$ cat src/hw/rtl/slp_pkg.sv
// ----------------------------------------------------------------------------
// slp_pkg
// Shared types, constants and helpers for the status line parser.
// ----------------------------------------------------------------------------
`default_nettype none

package slp_pkg;

  localparam int LINE_CAPACITY    = 128;
  localparam int PROFILE_CAPACITY = 24;
  localparam int STATUS_CAPACITY  = 16;

  localparam int LineW     = $clog2(LINE_CAPACITY);
  localparam int TokCntW   = $clog2(STATUS_CAPACITY);
  localparam int TokenKeep = 12;
  localparam int TokIdxW   = $clog2(TokenKeep);
  localparam int NameDepth = 23;
  localparam int NameIdxW  = $clog2(NameDepth);
  localparam int NameCntW  = 5;
  // profile characters kept; never more than the output words hold
  localparam int NameKeep  = (PROFILE_CAPACITY - 1 < NameDepth) ?
                             PROFILE_CAPACITY - 1 : NameDepth;

  localparam logic [7:0] ChLf    = 8'h0a;
  localparam logic [7:0] ChCr    = 8'h0d;
  localparam logic [7:0] ChNul   = 8'h00;
  localparam logic [7:0] ChComma = 8'h2c;
  localparam logic [7:0] ChPlus  = 8'h2b;
  localparam logic [7:0] ChMinus = 8'h2d;
  localparam logic [7:0] ChSpace = 8'h20;
  localparam logic [7:0] ChTab   = 8'h09;
  localparam logic [7:0] ChVt    = 8'h0b;
  localparam logic [7:0] ChFf    = 8'h0c;
  localparam logic [7:0] ChZero  = 8'h30;
  localparam logic [7:0] ChNine  = 8'h39;

  typedef enum logic [2:0] {
    PH_PREFIX  = 3'd0,
    PH_STATUS  = 3'd1,
    PH_PROFILE = 3'd2,
    PH_NUM1    = 3'd3,
    PH_NUM2    = 3'd4,
    PH_DONE    = 3'd5,
    PH_REJECT  = 3'd6
  } phase_e;

  typedef enum logic [2:0] {
    LINK_UNKNOWN      = 3'd0,
    LINK_CONNECTED    = 3'd1,
    LINK_DISCONNECTED = 3'd2,
    LINK_RECONNECTING = 3'd3,
    LINK_ERROR        = 3'd4
  } link_state_e;

  typedef enum logic [1:0] {
    NUM_MORE  = 2'd0,
    NUM_COMMA = 2'd1,
    NUM_OTHER = 2'd2
  } num_end_e;

  typedef struct packed {
    logic sign;
    logic neg;
    logic digit;
    logic over;
  } num_flags_t;

  typedef struct packed {
    num_flags_t  flags;
    logic [31:0] mag;
    num_end_e    ending;
    logic [31:0] value;
  } num_res_t;

  function automatic logic [7:0] lead_char(input logic [1:0] pos);
    logic [7:0] c;
    case (pos)
      2'd0:    c = "V";
      2'd1:    c = "P";
      2'd2:    c = "N";
      default: c = ",";
    endcase
    return c;
  endfunction

endpackage

`default_nettype wire

$ cat src/hw/rtl/slp_num_unit.sv
// ----------------------------------------------------------------------------
// slp_num_unit
// One step of the decimal field decoder: skips leading blanks, takes a sign,
// accumulates digits with saturation and reports how the field ended.
// ----------------------------------------------------------------------------
`default_nettype none

module slp_num_unit (
  input  wire logic [7:0]          byte_i,
  input  wire logic [31:0]         mag_i,
  input  wire slp_pkg::num_flags_t flags_i,
  output slp_pkg::num_res_t        res_o
);

  logic        lead_ok;
  logic        is_blank;
  logic        is_digit;
  logic [35:0] prod;

  always_comb begin
    lead_ok  = !(flags_i.sign || flags_i.digit);
    is_blank = (byte_i == slp_pkg::ChSpace) || (byte_i == slp_pkg::ChTab) ||
               (byte_i == slp_pkg::ChVt) || (byte_i == slp_pkg::ChFf);
    is_digit = (byte_i >= slp_pkg::ChZero) && (byte_i <= slp_pkg::ChNine);
    prod     = ({4'b0, mag_i} << 3) + ({4'b0, mag_i} << 1) + 36'(byte_i[3:0]);

    res_o.flags  = flags_i;
    res_o.mag    = mag_i;
    res_o.ending = slp_pkg::NUM_MORE;

    if (lead_ok && is_blank) begin
      res_o.flags = flags_i;
    end else if (lead_ok && (byte_i == slp_pkg::ChPlus || byte_i == slp_pkg::ChMinus)) begin
      res_o.flags.sign = 1'b1;
      res_o.flags.neg  = (byte_i == slp_pkg::ChMinus);
    end else if (is_digit) begin
      res_o.flags.digit = 1'b1;
      if (!flags_i.over) begin
        if (prod[35:32] != 4'd0) begin
          res_o.flags.over = 1'b1;
        end else begin
          res_o.mag = prod[31:0];
        end
      end
    end else if (byte_i == slp_pkg::ChComma && flags_i.digit) begin
      res_o.ending = slp_pkg::NUM_COMMA;
    end else begin
      res_o.ending = slp_pkg::NUM_OTHER;
    end

    // final value of the field as it stands before this byte
    if (!flags_i.digit) begin
      res_o.value = 32'd0;
    end else if (flags_i.over) begin
      res_o.value = 32'hffff_ffff;
    end else if (flags_i.neg) begin
      res_o.value = 32'd0 - mag_i;
    end else begin
      res_o.value = mag_i;
    end
  end

endmodule

`default_nettype wire

$ cat src/hw/rtl/status_line_parser.sv
// ----------------------------------------------------------------------------
// status_line_parser
// Assembles "VPN,status,profile,uptime,reconnects" lines from a byte stream
// and emits one decoded record per well formed line.
// ----------------------------------------------------------------------------
//   channel | dir | handshake              | payload
//   rx      | in  | rx_valid_i / rx_stall_o | rx_byte_i
//   res     | out | res_valid_o / res_stall_i | link_state_o, profile_*_o,
//           |     |                        | uptime_seconds_o, reconnect_total_o
//
// One byte per cycle sustained while no record waits under res_stall_i. A
// byte is captured in the input register and decoded from there, and a line
// end loads the result register, from which the record is valid.
// Reset clears all line state; no clearing pass is needed.
// While a record waits under res_stall_i the input register holds and
// rx_stall_o rises once it is occupied.
// ----------------------------------------------------------------------------
`default_nettype none

module status_line_parser (
  input  wire logic        clk_i,
  input  wire logic        rst_ni,
  input  wire logic        rx_valid_i,
  output logic             rx_stall_o,
  input  wire logic [7:0]  rx_byte_i,
  output logic             res_valid_o,
  input  wire logic        res_stall_i,
  output logic [2:0]       link_state_o,
  output logic [63:0]      profile_low_word_o,
  output logic [63:0]      profile_mid_word_o,
  output logic [63:0]      profile_high_word_o,
  output logic [4:0]       profile_count_o,
  output logic [31:0]      uptime_seconds_o,
  output logic [31:0]      reconnect_total_o
);

  // input register
  logic       in_vld_q, in_vld_d;
  logic [7:0] byte_q;
  logic       proc;
  logic       rx_take;

  // line state
  logic [slp_pkg::LineW-1:0]    line_cnt_q, line_cnt_d;
  slp_pkg::phase_e              phase_q, phase_d;
  logic [2:0]                   pfx_q, pfx_d;
  logic [slp_pkg::TokCntW-1:0]  tok_cnt_q, tok_cnt_d;
  logic [slp_pkg::NameCntW-1:0] name_cnt_q, name_cnt_d;
  logic [31:0]                  first_q, first_d;
  logic [31:0]                  second_q, second_d;
  slp_pkg::num_flags_t          flags_q, flags_d;
  logic                         zero_q, zero_d;
  logic [7:0]                   tok_mem_q [slp_pkg::TokenKeep];
  logic [7:0]                   name_mem_q [slp_pkg::NameDepth];
  logic                         tok_we, name_we;

  // number decoder
  logic [31:0]        num_mag;
  slp_pkg::num_res_t  num_res;

  // result
  logic               emit;
  logic               out_vld_q, out_vld_d;
  logic [2:0]         link_q;
  logic [63:0]        word0_q, word1_q, word2_q;
  logic [4:0]         pcnt_q;
  logic [31:0]        up_q, rec_q;
  logic [31:0]        fin_first, fin_second;
  slp_pkg::link_state_e link_cls;
  logic [191:0]       words;
  logic               line_end;

  function automatic logic tok_hit(input logic [7:0] st [slp_pkg::TokenKeep],
                                   input logic [slp_pkg::TokCntW-1:0] cnt,
                                   input logic [8*slp_pkg::TokenKeep-1:0] word,
                                   input int len);
    logic hit;
    hit = (int'(cnt) >= len);
    for (int i = 0; i < slp_pkg::TokenKeep; i++) begin
      if (i < len) begin
        if (st[i] != word[8*(len-1-i) +: 8]) hit = 1'b0;
      end
    end
    return hit;
  endfunction

  assign proc       = in_vld_q && (!out_vld_q || !res_stall_i);
  assign rx_stall_o = in_vld_q && !proc;
  assign rx_take    = rx_valid_i && !rx_stall_o;

  always_comb begin
    in_vld_d = in_vld_q;
    if (rx_take) begin
      in_vld_d = 1'b1;
    end else if (proc) begin
      in_vld_d = 1'b0;
    end
  end

  assign num_mag = (phase_q == slp_pkg::PH_NUM2) ? second_q : first_q;

  slp_num_unit u_num (
    .byte_i  (byte_q),
    .mag_i   (num_mag),
    .flags_i (flags_q),
    .res_o   (num_res)
  );

  always_comb begin
    if (tok_hit(tok_mem_q, tok_cnt_q, 96'("OK"), 2) ||
        tok_hit(tok_mem_q, tok_cnt_q, 96'("CONNECTED"), 9)) begin
      link_cls = slp_pkg::LINK_CONNECTED;
    end else if (tok_hit(tok_mem_q, tok_cnt_q, 96'("DOWN"), 4) ||
                 tok_hit(tok_mem_q, tok_cnt_q, 96'("DISCONNECTED"), 12)) begin
      link_cls = slp_pkg::LINK_DISCONNECTED;
    end else if (tok_hit(tok_mem_q, tok_cnt_q, 96'("RECON"), 5)) begin
      link_cls = slp_pkg::LINK_RECONNECTING;
    end else if (tok_hit(tok_mem_q, tok_cnt_q, 96'("ERR"), 3)) begin
      link_cls = slp_pkg::LINK_ERROR;
    end else begin
      link_cls = slp_pkg::LINK_UNKNOWN;
    end
  end

  always_comb begin
    words = '0;
    for (int i = 0; i < slp_pkg::NameDepth; i++) begin
      if (i < int'(name_cnt_q)) words[8*i +: 8] = name_mem_q[i];
    end
  end

  assign fin_first  = (phase_q == slp_pkg::PH_NUM1) ? num_res.value : first_q;
  assign fin_second = (phase_q == slp_pkg::PH_NUM2) ? num_res.value : second_q;

  always_comb begin
    line_cnt_d = line_cnt_q;
    phase_d    = phase_q;
    pfx_d      = pfx_q;
    tok_cnt_d  = tok_cnt_q;
    name_cnt_d = name_cnt_q;
    first_d    = first_q;
    second_d   = second_q;
    flags_d    = flags_q;
    zero_d     = zero_q;
    tok_we     = 1'b0;
    name_we    = 1'b0;
    emit       = 1'b0;
    line_end   = 1'b0;

    if (proc) begin
      if (byte_q == slp_pkg::ChLf || byte_q == slp_pkg::ChCr) begin
        if (line_cnt_q != '0) begin
          line_end = 1'b1;
          emit = (phase_q == slp_pkg::PH_NUM1) || (phase_q == slp_pkg::PH_NUM2) ||
                 (phase_q == slp_pkg::PH_DONE) ||
                 (phase_q == slp_pkg::PH_PROFILE && name_cnt_q != '0);
        end
      end else if (line_cnt_q < slp_pkg::LineW'(slp_pkg::LINE_CAPACITY - 1)) begin
        line_cnt_d = line_cnt_q + 1'b1;
        if (zero_q) begin
          zero_d = 1'b1;
        end else if (byte_q == slp_pkg::ChNul) begin
          zero_d = 1'b1;
        end else begin
          case (phase_q)
            slp_pkg::PH_PREFIX: begin
              if (pfx_q < 3'd4 && byte_q == slp_pkg::lead_char(pfx_q[1:0])) begin
                pfx_d = pfx_q + 3'd1;
                if (pfx_q == 3'd3) phase_d = slp_pkg::PH_STATUS;
              end else begin
                phase_d = slp_pkg::PH_REJECT;
              end
            end
            slp_pkg::PH_STATUS: begin
              if (byte_q == slp_pkg::ChComma) begin
                phase_d = (tok_cnt_q == '0) ? slp_pkg::PH_REJECT : slp_pkg::PH_PROFILE;
              end else if (tok_cnt_q >=
                           slp_pkg::TokCntW'(slp_pkg::STATUS_CAPACITY - 1)) begin
                phase_d = slp_pkg::PH_REJECT;
              end else begin
                tok_we    = (tok_cnt_q < slp_pkg::TokCntW'(slp_pkg::TokenKeep));
                tok_cnt_d = tok_cnt_q + 1'b1;
              end
            end
            slp_pkg::PH_PROFILE: begin
              if (byte_q == slp_pkg::ChComma) begin
                phase_d = (name_cnt_q == '0) ? slp_pkg::PH_REJECT : slp_pkg::PH_NUM1;
              end else if (name_cnt_q >= slp_pkg::NameCntW'(slp_pkg::NameKeep)) begin
                phase_d = slp_pkg::PH_DONE;
              end else begin
                name_we    = 1'b1;
                name_cnt_d = name_cnt_q + 1'b1;
              end
            end
            slp_pkg::PH_NUM1, slp_pkg::PH_NUM2: begin
              if (num_res.ending == slp_pkg::NUM_MORE) begin
                flags_d = num_res.flags;
                if (phase_q == slp_pkg::PH_NUM1) first_d = num_res.mag;
                else second_d = num_res.mag;
              end else begin
                flags_d = '0;
                if (phase_q == slp_pkg::PH_NUM1) begin
                  first_d = num_res.value;
                  phase_d = (num_res.ending == slp_pkg::NUM_COMMA) ?
                            slp_pkg::PH_NUM2 : slp_pkg::PH_DONE;
                end else begin
                  second_d = num_res.value;
                  phase_d  = slp_pkg::PH_DONE;
                end
              end
            end
            default: begin
              phase_d = phase_q;
            end
          endcase
        end
      end else begin
        line_end = 1'b1;
      end
    end

    if (line_end) begin
      line_cnt_d = '0;
      phase_d    = slp_pkg::PH_PREFIX;
      pfx_d      = 3'd0;
      tok_cnt_d  = '0;
      name_cnt_d = '0;
      first_d    = 32'd0;
      second_d   = 32'd0;
      flags_d    = '0;
      zero_d     = 1'b0;
    end
  end

  always_comb begin
    out_vld_d = out_vld_q;
    if (emit) begin
      out_vld_d = 1'b1;
    end else if (!res_stall_i) begin
      out_vld_d = 1'b0;
    end
  end

  always_ff @(posedge clk_i or negedge rst_ni) begin
    if (!rst_ni) begin
      in_vld_q   <= 1'b0;
      out_vld_q  <= 1'b0;
      line_cnt_q <= '0;
      phase_q    <= slp_pkg::PH_PREFIX;
      pfx_q      <= 3'd0;
      tok_cnt_q  <= '0;
      name_cnt_q <= '0;
      first_q    <= 32'd0;
      second_q   <= 32'd0;
      flags_q    <= '0;
      zero_q     <= 1'b0;
    end else begin
      in_vld_q   <= in_vld_d;
      out_vld_q  <= out_vld_d;
      line_cnt_q <= line_cnt_d;
      phase_q    <= phase_d;
      pfx_q      <= pfx_d;
      tok_cnt_q  <= tok_cnt_d;
      name_cnt_q <= name_cnt_d;
      first_q    <= first_d;
      second_q   <= second_d;
      flags_q    <= flags_d;
      zero_q     <= zero_d;
    end
  end

  always_ff @(posedge clk_i) begin
    if (rx_take) byte_q <= rx_byte_i;
    if (tok_we) tok_mem_q[tok_cnt_q[slp_pkg::TokIdxW-1:0]] <= byte_q;
    if (name_we) name_mem_q[name_cnt_q[slp_pkg::NameIdxW-1:0]] <= byte_q;
    if (emit) begin
      link_q  <= link_cls;
      word0_q <= words[63:0];
      word1_q <= words[127:64];
      word2_q <= words[191:128];
      pcnt_q  <= name_cnt_q;
      up_q    <= fin_first;
      rec_q   <= fin_second;
    end
  end

  assign res_valid_o         = out_vld_q;
  assign link_state_o        = link_q;
  assign profile_low_word_o  = word0_q;
  assign profile_mid_word_o  = word1_q;
  assign profile_high_word_o = word2_q;
  assign profile_count_o     = pcnt_q;
  assign uptime_seconds_o    = up_q;
  assign reconnect_total_o   = rec_q;

endmodule

`default_nettype wire

$ cat config.mk
export PLATFORM = sky130hd
export DESIGN_NAME = status_line_parser
export DESIGN_NICKNAME = d
export VERILOG_FILES = /design/src/hw/rtl/slp_pkg.sv /design/src/hw/rtl/slp_num_unit.sv /design/src/hw/rtl/status_line_parser.sv
export SDC_FILE = /design/constraint.sdc
export NUM_CORES = 1
export LEC_CHECK = 0
export ABC_CLOCK_PERIOD_IN_PS = 17100
export BUFFER_PORTS_ARGS = -buffer_cell sky130_fd_sc_hd__buf_2
export CAP_MARGIN = 20
export CORE_ASPECT_RATIO = 2
export CORE_MARGIN = 3
export CORE_UTILIZATION = 50
export CTS_CLUSTER_DIAMETER = 80
export CTS_CLUSTER_SIZE = 30
export DETAILED_ROUTE_END_ITERATION = 10
export PLACE_DENSITY = 0.78
export SYNTH_ARGS = -nofsm -noshare
export SYNTH_HDL_FRONTEND = slang
export SYNTH_HIERARCHICAL = 1
export SYNTH_SLANG_ARGS = --single-unit
$ cat constraint.sdc
create_clock -name clk_i -period 17.1 [get_ports clk_i]
set_input_delay 1.71 -clock clk_i [delete_from_list [all_inputs] [get_ports clk_i]]
set_output_delay 1.71 -clock clk_i [all_outputs]
set_load 0.02 [all_outputs]
======== Yosys cells after proc, flatten, opt, wreduce, memory -nomap -nowiden ========
Memories as Yosys holds them, arrays and structs flattened. A register that Yosys moved wholly into a read port is not among the register bits.
Index checks and enable logic that the tools add are counted.
operators by class
  add/sub/neg operators ................... 7
  order comparisons ....................... 38
  equal/unequal tests ..................... 67
  muxes and demuxes ....................... 181
  bitwise gates (word level) .............. 1
  reductions and logical operators ........ 79
operators with widths
  operator                                                   count
  two-way mux 32 bit                                         26
  inequality test 8 x 7 -> 1 bit, second input constant      31
  bitwise mux 96 bit                                         1
  two-way mux 1 bit                                          80
  two-way mux 3 bit                                          24
  two-way mux 4 bit                                          18
  two-way mux 34 bit                                         2
  two-way mux 8 bit                                          7
  two-way mux 5 bit                                          9
  == test 8 x 4 -> 1 bit, second input constant              5
  less-than comparator 4 x 5 -> 1 bit, first input constant  8
  adder 35 x 33 -> 36 bit                                    1
  adder 36 x 4 -> 36 bit                                     1
  two-way mux 36 bit                                         1
  less-than comparator 5 bit, first input constant           7
  two-way mux 33 bit                                         1
  demux 8 bit (select 4 bit)                                 1
  == test 8 x 6 -> 1 bit, second input constant              4
  subtractor 1 x 32 -> 32 bit, first input constant          1
  logical NOT 1 bit                                          28
  two-way mux 7 bit                                          4
  AND reduction 8 bit                                        3
  one-hot mux 7 bit (3 select lines)                         1
  AND reduction 7 bit                                        3
  48 further kinds                                           106
storage, ports and cells
  register bits after elaboration ......... 269
  bits in writable memories ............... 184
  memories ................................ 1
memory list
  name        depth  width  rd ports  clocked after memory_dff  write ports  line                      RTL
  name_mem_q  23     8      23        23                        1            status_line_parser.sv:54  logic [7:0] name_mem_q [slp_pkg::NameDepth];

======== Logic depth before layout (Yosys ltp) ========
  depth after elaboration ................. 23
  gate-level depth with buffers ........... 22
  gate-level depth less buffers ........... 18

======== By module ========
The synthesis kept the hierarchy.
by module, submodules not included
  module              instances  cells each  area each (sq um)  seq. area each (sq um)
  status_line_parser  1          1,665       24,631.1           18,662.9
  slp_num_unit        1          498         3,839.9            0.0

======== Worst setup path before layout ========
Ideal clock, no wire load.
  path type ............................... in2reg
  from .................................... input res_stall_i
  to ...................................... register link_q[0], in the netlist link_state_o[0] (enable)
  library setup time ...................... 0.961 ns
  data arrival time ....................... 14.541 ns
  required time ........................... 16.139 ns
  path slack .............................. 1.598 ns
  stages .................................. 5
  path through ............................ nand2_1 > and2_1 > clkbuf_1 > nand3_1 > a21oi_1
between the ends
  cells in the longest elaborated chain, start to end .. 4
ends and longest elaborated chain
  what                  line                       RTL
  start, declared       status_line_parser.sv:27   input wire logic res_stall_i,
  logical NOT 1 bit     -
  logical OR 1 bit      status_line_parser.sv:87   assign proc = in_vld_q && (!out_vld_q || !res_stall_i);
  logical AND 1 bit     status_line_parser.sv:87
  two-way mux 1 bit     status_line_parser.sv:150  if (proc) begin
  named net emit        status_line_parser.sv:62   logic emit;
  end signal, assigned  status_line_parser.sv:277  link_q <= link_cls;
  end, declared         status_line_parser.sv:64   logic [2:0] link_q;
The timed path passes the listed nets, and every way through them passes these cells.
A chain may end at the register's enable or synchronous reset.

==> results <==
- The run finished with clean final reports.
- The share of synthesized flip-flops with an asynchronous set or reset is 14.6%.
- The post-cts repair resize count is 0.
- The aggregate routed wire length is about 71000 um.
- The highest clock frequency the design can meet is 0.140 GHz.
- The logic depth of the worst register-to-register path is 17.
- Max-cap violations in this run came to 0.
- In the synthesized netlist the dominant register cell turns out to be sky130_fd_sc_hd__edfxtp_1.
- The buffer count from post-CTS setup fixing is 0.
- The via count of the first global-routing pass is 18700.
- The post-route netlist has between 15 and 20% of its cells at a drive strength greater than 1.
- The worst endpoint required time is approximately 18000 ps.
- The number of remaining DRC errors is 0.
- Along the worst hold path, the cell count comes to 2.
- The flip-flop and latch count after synthesis is between 600 and 700.
- Data on the critical path arrives at its endpoint at 7640 ps.
- The starting DRC count in detailed routing is 1431.
- The area of combinational cells with multiple inputs is around 9300 um2.
- By area the synthesized netlist is led by sky130_fd_sc_hd__edfxtp_1 (57%), sky130_fd_sc_hd__dfrtp_1 (8.2%), sky130_fd_sc_hd__nand2_1 (4.0%), sky130_fd_sc_hd__ha_1 (3.5%), sky130_fd_sc_hd__and2_1 (2.6%).
- The region available for standard cell placement spans 56300 um2.
- The TritonCTS clock tree is done.
- The later pin in the worst-skew pair is clocked with a latency of 600 ps.
- The top fanout value on the critical path is 66.
- The met1 usage is 23.8%.
- Summing all placed instances gives a cell area of 30600 um2.
- The total vias in the final route is 18300.
- The final cycle utilization of the critical path is 41.8%.
- The most area-hungry cell type in the Yosys netlist is sky130_fd_sc_hd__edfxtp_1.
- The die is about 170 um wide.
- The total of fill cells in the finished design is 4570.
- In the synthesized netlist, the number of instances is 2163.
- For this run, global-route usage on met3 was measured as under 10%.
- The area used by sequential logic in the layout is ~19000 um2.
- Clock tree synthesis inserted a total of 25 buffers.
- Measured along the y axis, the die boundary spans about 340 um.
- The per-instance average area after synthesis is about 13 um2.
- The cell row count is 123.
- The final count of pins violating max slew is 0.
- The number of enable-type register cells in the synthesized netlist is 544.
- The worst hold path belongs to the class flop to flop.
- The post-synthesis cell area is 28500 um2.
- The HPWL after detailed placement is 48700 um.
- The total count of hold-check failures in the final report is 0.
- In this run the remaining antenna-violating nets after routing total 0.
- The number of antenna violations at the first check in global routing is 1.
- Across the VDD grid, the largest voltage drop is about 0.065 mV.
- The net count of the finished layout is 2488.
- The top-level I/O count is 278.
- The buffer levels on the longest clock path is 3.
- For the pin with the worst max-slew slack, the measured transition is approximately 1100 ps.
- The minimum period implied by the final worst setup slack is ~7200 ps.
- Counting every sink on the clock net gives 637.
- The mean routed wirelength per cell is around 22 um.
- The final weighted congestion of routability-driven global placement is between 0.9 and 1.
- The total power divided by cell area is 117 nW/um2.
- The detailed-routing iteration count for the pre-antenna-repair pass is 6.
- The via-per-instance ratio is 5.79.
- For this design the static power due to leakage is 0.0123 uW.
- In this run the most used layer during global routing was met2.
- For this configuration, the core starts out at a cell density of around 50%.
- The type of origin of the critical path is a flop.
- The root buffer cell chosen for the clock tree is sky130_fd_sc_hd__clkbuf_16.
- The first global-routing pass estimated 107000 um of wire.
- Setup violations remaining at the end of the flow were counted as 0.
- For this run, the register share of the synthesized area comes to 65.6%.
- Summed over all layers, the global routing overflow is 0.
- The repair_antennas step left the layout with diodes totalling 0.
- Headroom to the max-slew limit came out at 25.4%.
- The netlist uses 87 different library cells.
- The cell area after layout is approximately 31000 um2.
- The count of buffers added on input and output ports is 269.
- In the global route stage, met2 resource usage came out at around 45%.
- For this run, the total global-route usage over all layers was measured as between 20% and 30%.
- The cts-stage hold buffer count is 0.
- The total number of yosys warnings is 6.
- Entering global routing, the biggest net connects 85 pins.
- Setup repair after global routing left no endpoint under its margin.
- Clock-pin slew was measured on the worst setup and hold paths at 120 ps.
- The fraction of synthesized cell area taken by the top area cell type is 57.4%.
- The count of H-tree levels built during CTS is 1.
- The final-layout setup total negative slack is 0 ps.
- The area of the die is 60000 um2.
- The critical path endpoint category is a flop.
- Across the routed clock network, the largest skew measured is 18.4 ps.
- The area growth from synthesis to layout is 9.90%.
- The startpoint-to-endpoint class of the critical path is flop to flop.
-- cells by family after synthesis --
logic type | after synthesis | synth area share [%]
AOI/OAI and AO/OA | 304 | 7.47
buffers and inverters | 129 | 2.07
other | 1 | 0.0132
adders and majority gates | 81 | 3.61
xor gates and xnor gates | 67 | 2.06
and+or+nand+nor | 846 | 15.1
muxes | 98 | 4.09
DFF | 637 | 65.6
-- power by group --
part | switching (uW) | internal (uW) | total (uW)
Clock | 440 | 282 | 722
Combinational | 730 | 387 | 1120
Sequential | 62.4 | 1760 | 1820
-- path summary, 6_finish.rpt --
check	start	slack [ps]	to
worst max-delay path	phase_q[1]	9940	first_q[31]
worst min-delay path	first_q[12]	520	first_q[12]
worst max register to register	phase_q[1]	9940	first_q[31]
worst min register to register	first_q[12]	520	first_q[12]
max in group asynchronous	rst_ni	14750	flags_q[1]
min in group asynchronous	rst_ni	1080	second_q[10]
-- cell type report --
type / count / share of cell area, %
inverters: 35 / 0.420
repair buffers: 292 / 4.93
clock buffers: 41 / 2.19
flip-flops and latches: 637 / 59.7
clock inverters: 4 / 0.100
multi-input cells: 1404 / 29.7
well taps: 750 / 3.00
-- state kept, by name, indices dropped and copies added, names as in the netlist --
register / flops
byte_q: 8
first_q: 32
flags_q: 4
in_vld_q: 1
line_cnt_q: 7
link_state_o: 3
name_cnt_q: 5
name_mem_q: 184
pfx_q: 3
phase_q: 3
profile_count_o: 5
profile_high_word_o: 56
profile_low_word_o: 64
profile_mid_word_o: 64
reconnect_total_o: 32
res_valid_o: 1
second_q: 32
tok_cnt_q: 4
tok_mem_q: 96
uptime_seconds_o: 32
zero_q: 1
-- cell usage in the layout, fill, tap and decap left out, drive strengths merged, types with 39 or more instances in the layout --
cell type / count
edfxtp: 544
nand2: 300
buf: 292
nor2: 140
and2: 118
dfrtp: 93
nor2b: 87
ha: 79
mux2: 63
o21ai: 61
a21oi: 58
xnor2: 52
clkbuf: 41
o41ai: 39
-- metrics by stage --
step | setup WS (ps) | std cells | util (%) | total power [uW] | hold WS [ps]
after global routing | 9680 | 3163 | 55.5 | 3830 | 541
final | 9940 | 3163 | 55.5 | 3660 | 515
after detailed placement | 10130 | 3118 | 54.3 | 2950 | 492
after global placement | 10320 | 3117 | 54.2 | 2910 | 473
after CTS | 10080 | 3163 | 55.5 | 3670 | 519
after floorplan | 1600 | 2170 | - | 2640 | 423
-- critical path, stage by stage (launching register included) --
cell and delay (ps):
sky130_fd_sc_hd__dfrtp_1 480, sky130_fd_sc_hd__nor2_1 360, sky130_fd_sc_hd__and2_2 210, sky130_fd_sc_hd__buf_4 630, sky130_fd_sc_hd__nand2_1 110, sky130_fd_sc_hd__nand2_1 240
sky130_fd_sc_hd__ha_1 280, sky130_fd_sc_hd__ha_1 520, sky130_fd_sc_hd__nand4_1 280, sky130_fd_sc_hd__or3_1 460, sky130_fd_sc_hd__or4_1 620, sky130_fd_sc_hd__a311oi_1 490
sky130_fd_sc_hd__o31ai_1 140, sky130_fd_sc_hd__a22oi_2 250, sky130_fd_sc_hd__nand4_4 820, sky130_fd_sc_hd__o21ai_0 590, sky130_fd_sc_hd__nor2_1 90, sky130_fd_sc_hd__o41ai_1 370
-- Yosys cell counts, drive strengths merged, types with 35 or more instances --
cell / count
nand2: 300
o21a: 36
edfxtp: 544
and2: 118
o21ai: 61
clkbuf: 62
xnor2: 52
mux2: 63
o41ai: 39
nor2b: 87
mux2i: 35
inv: 35
ha: 79
dfrtp: 93
nor2: 140
a21oi: 58
-- routing by layer --
metal	routed length [um]	share of wire, %
met1	24100	34
met2	38900	55
met3	3640	5.1
met4	4310	6.1
met5	13	0.018
No activity file was read; power rests on OpenSTA's default activity.
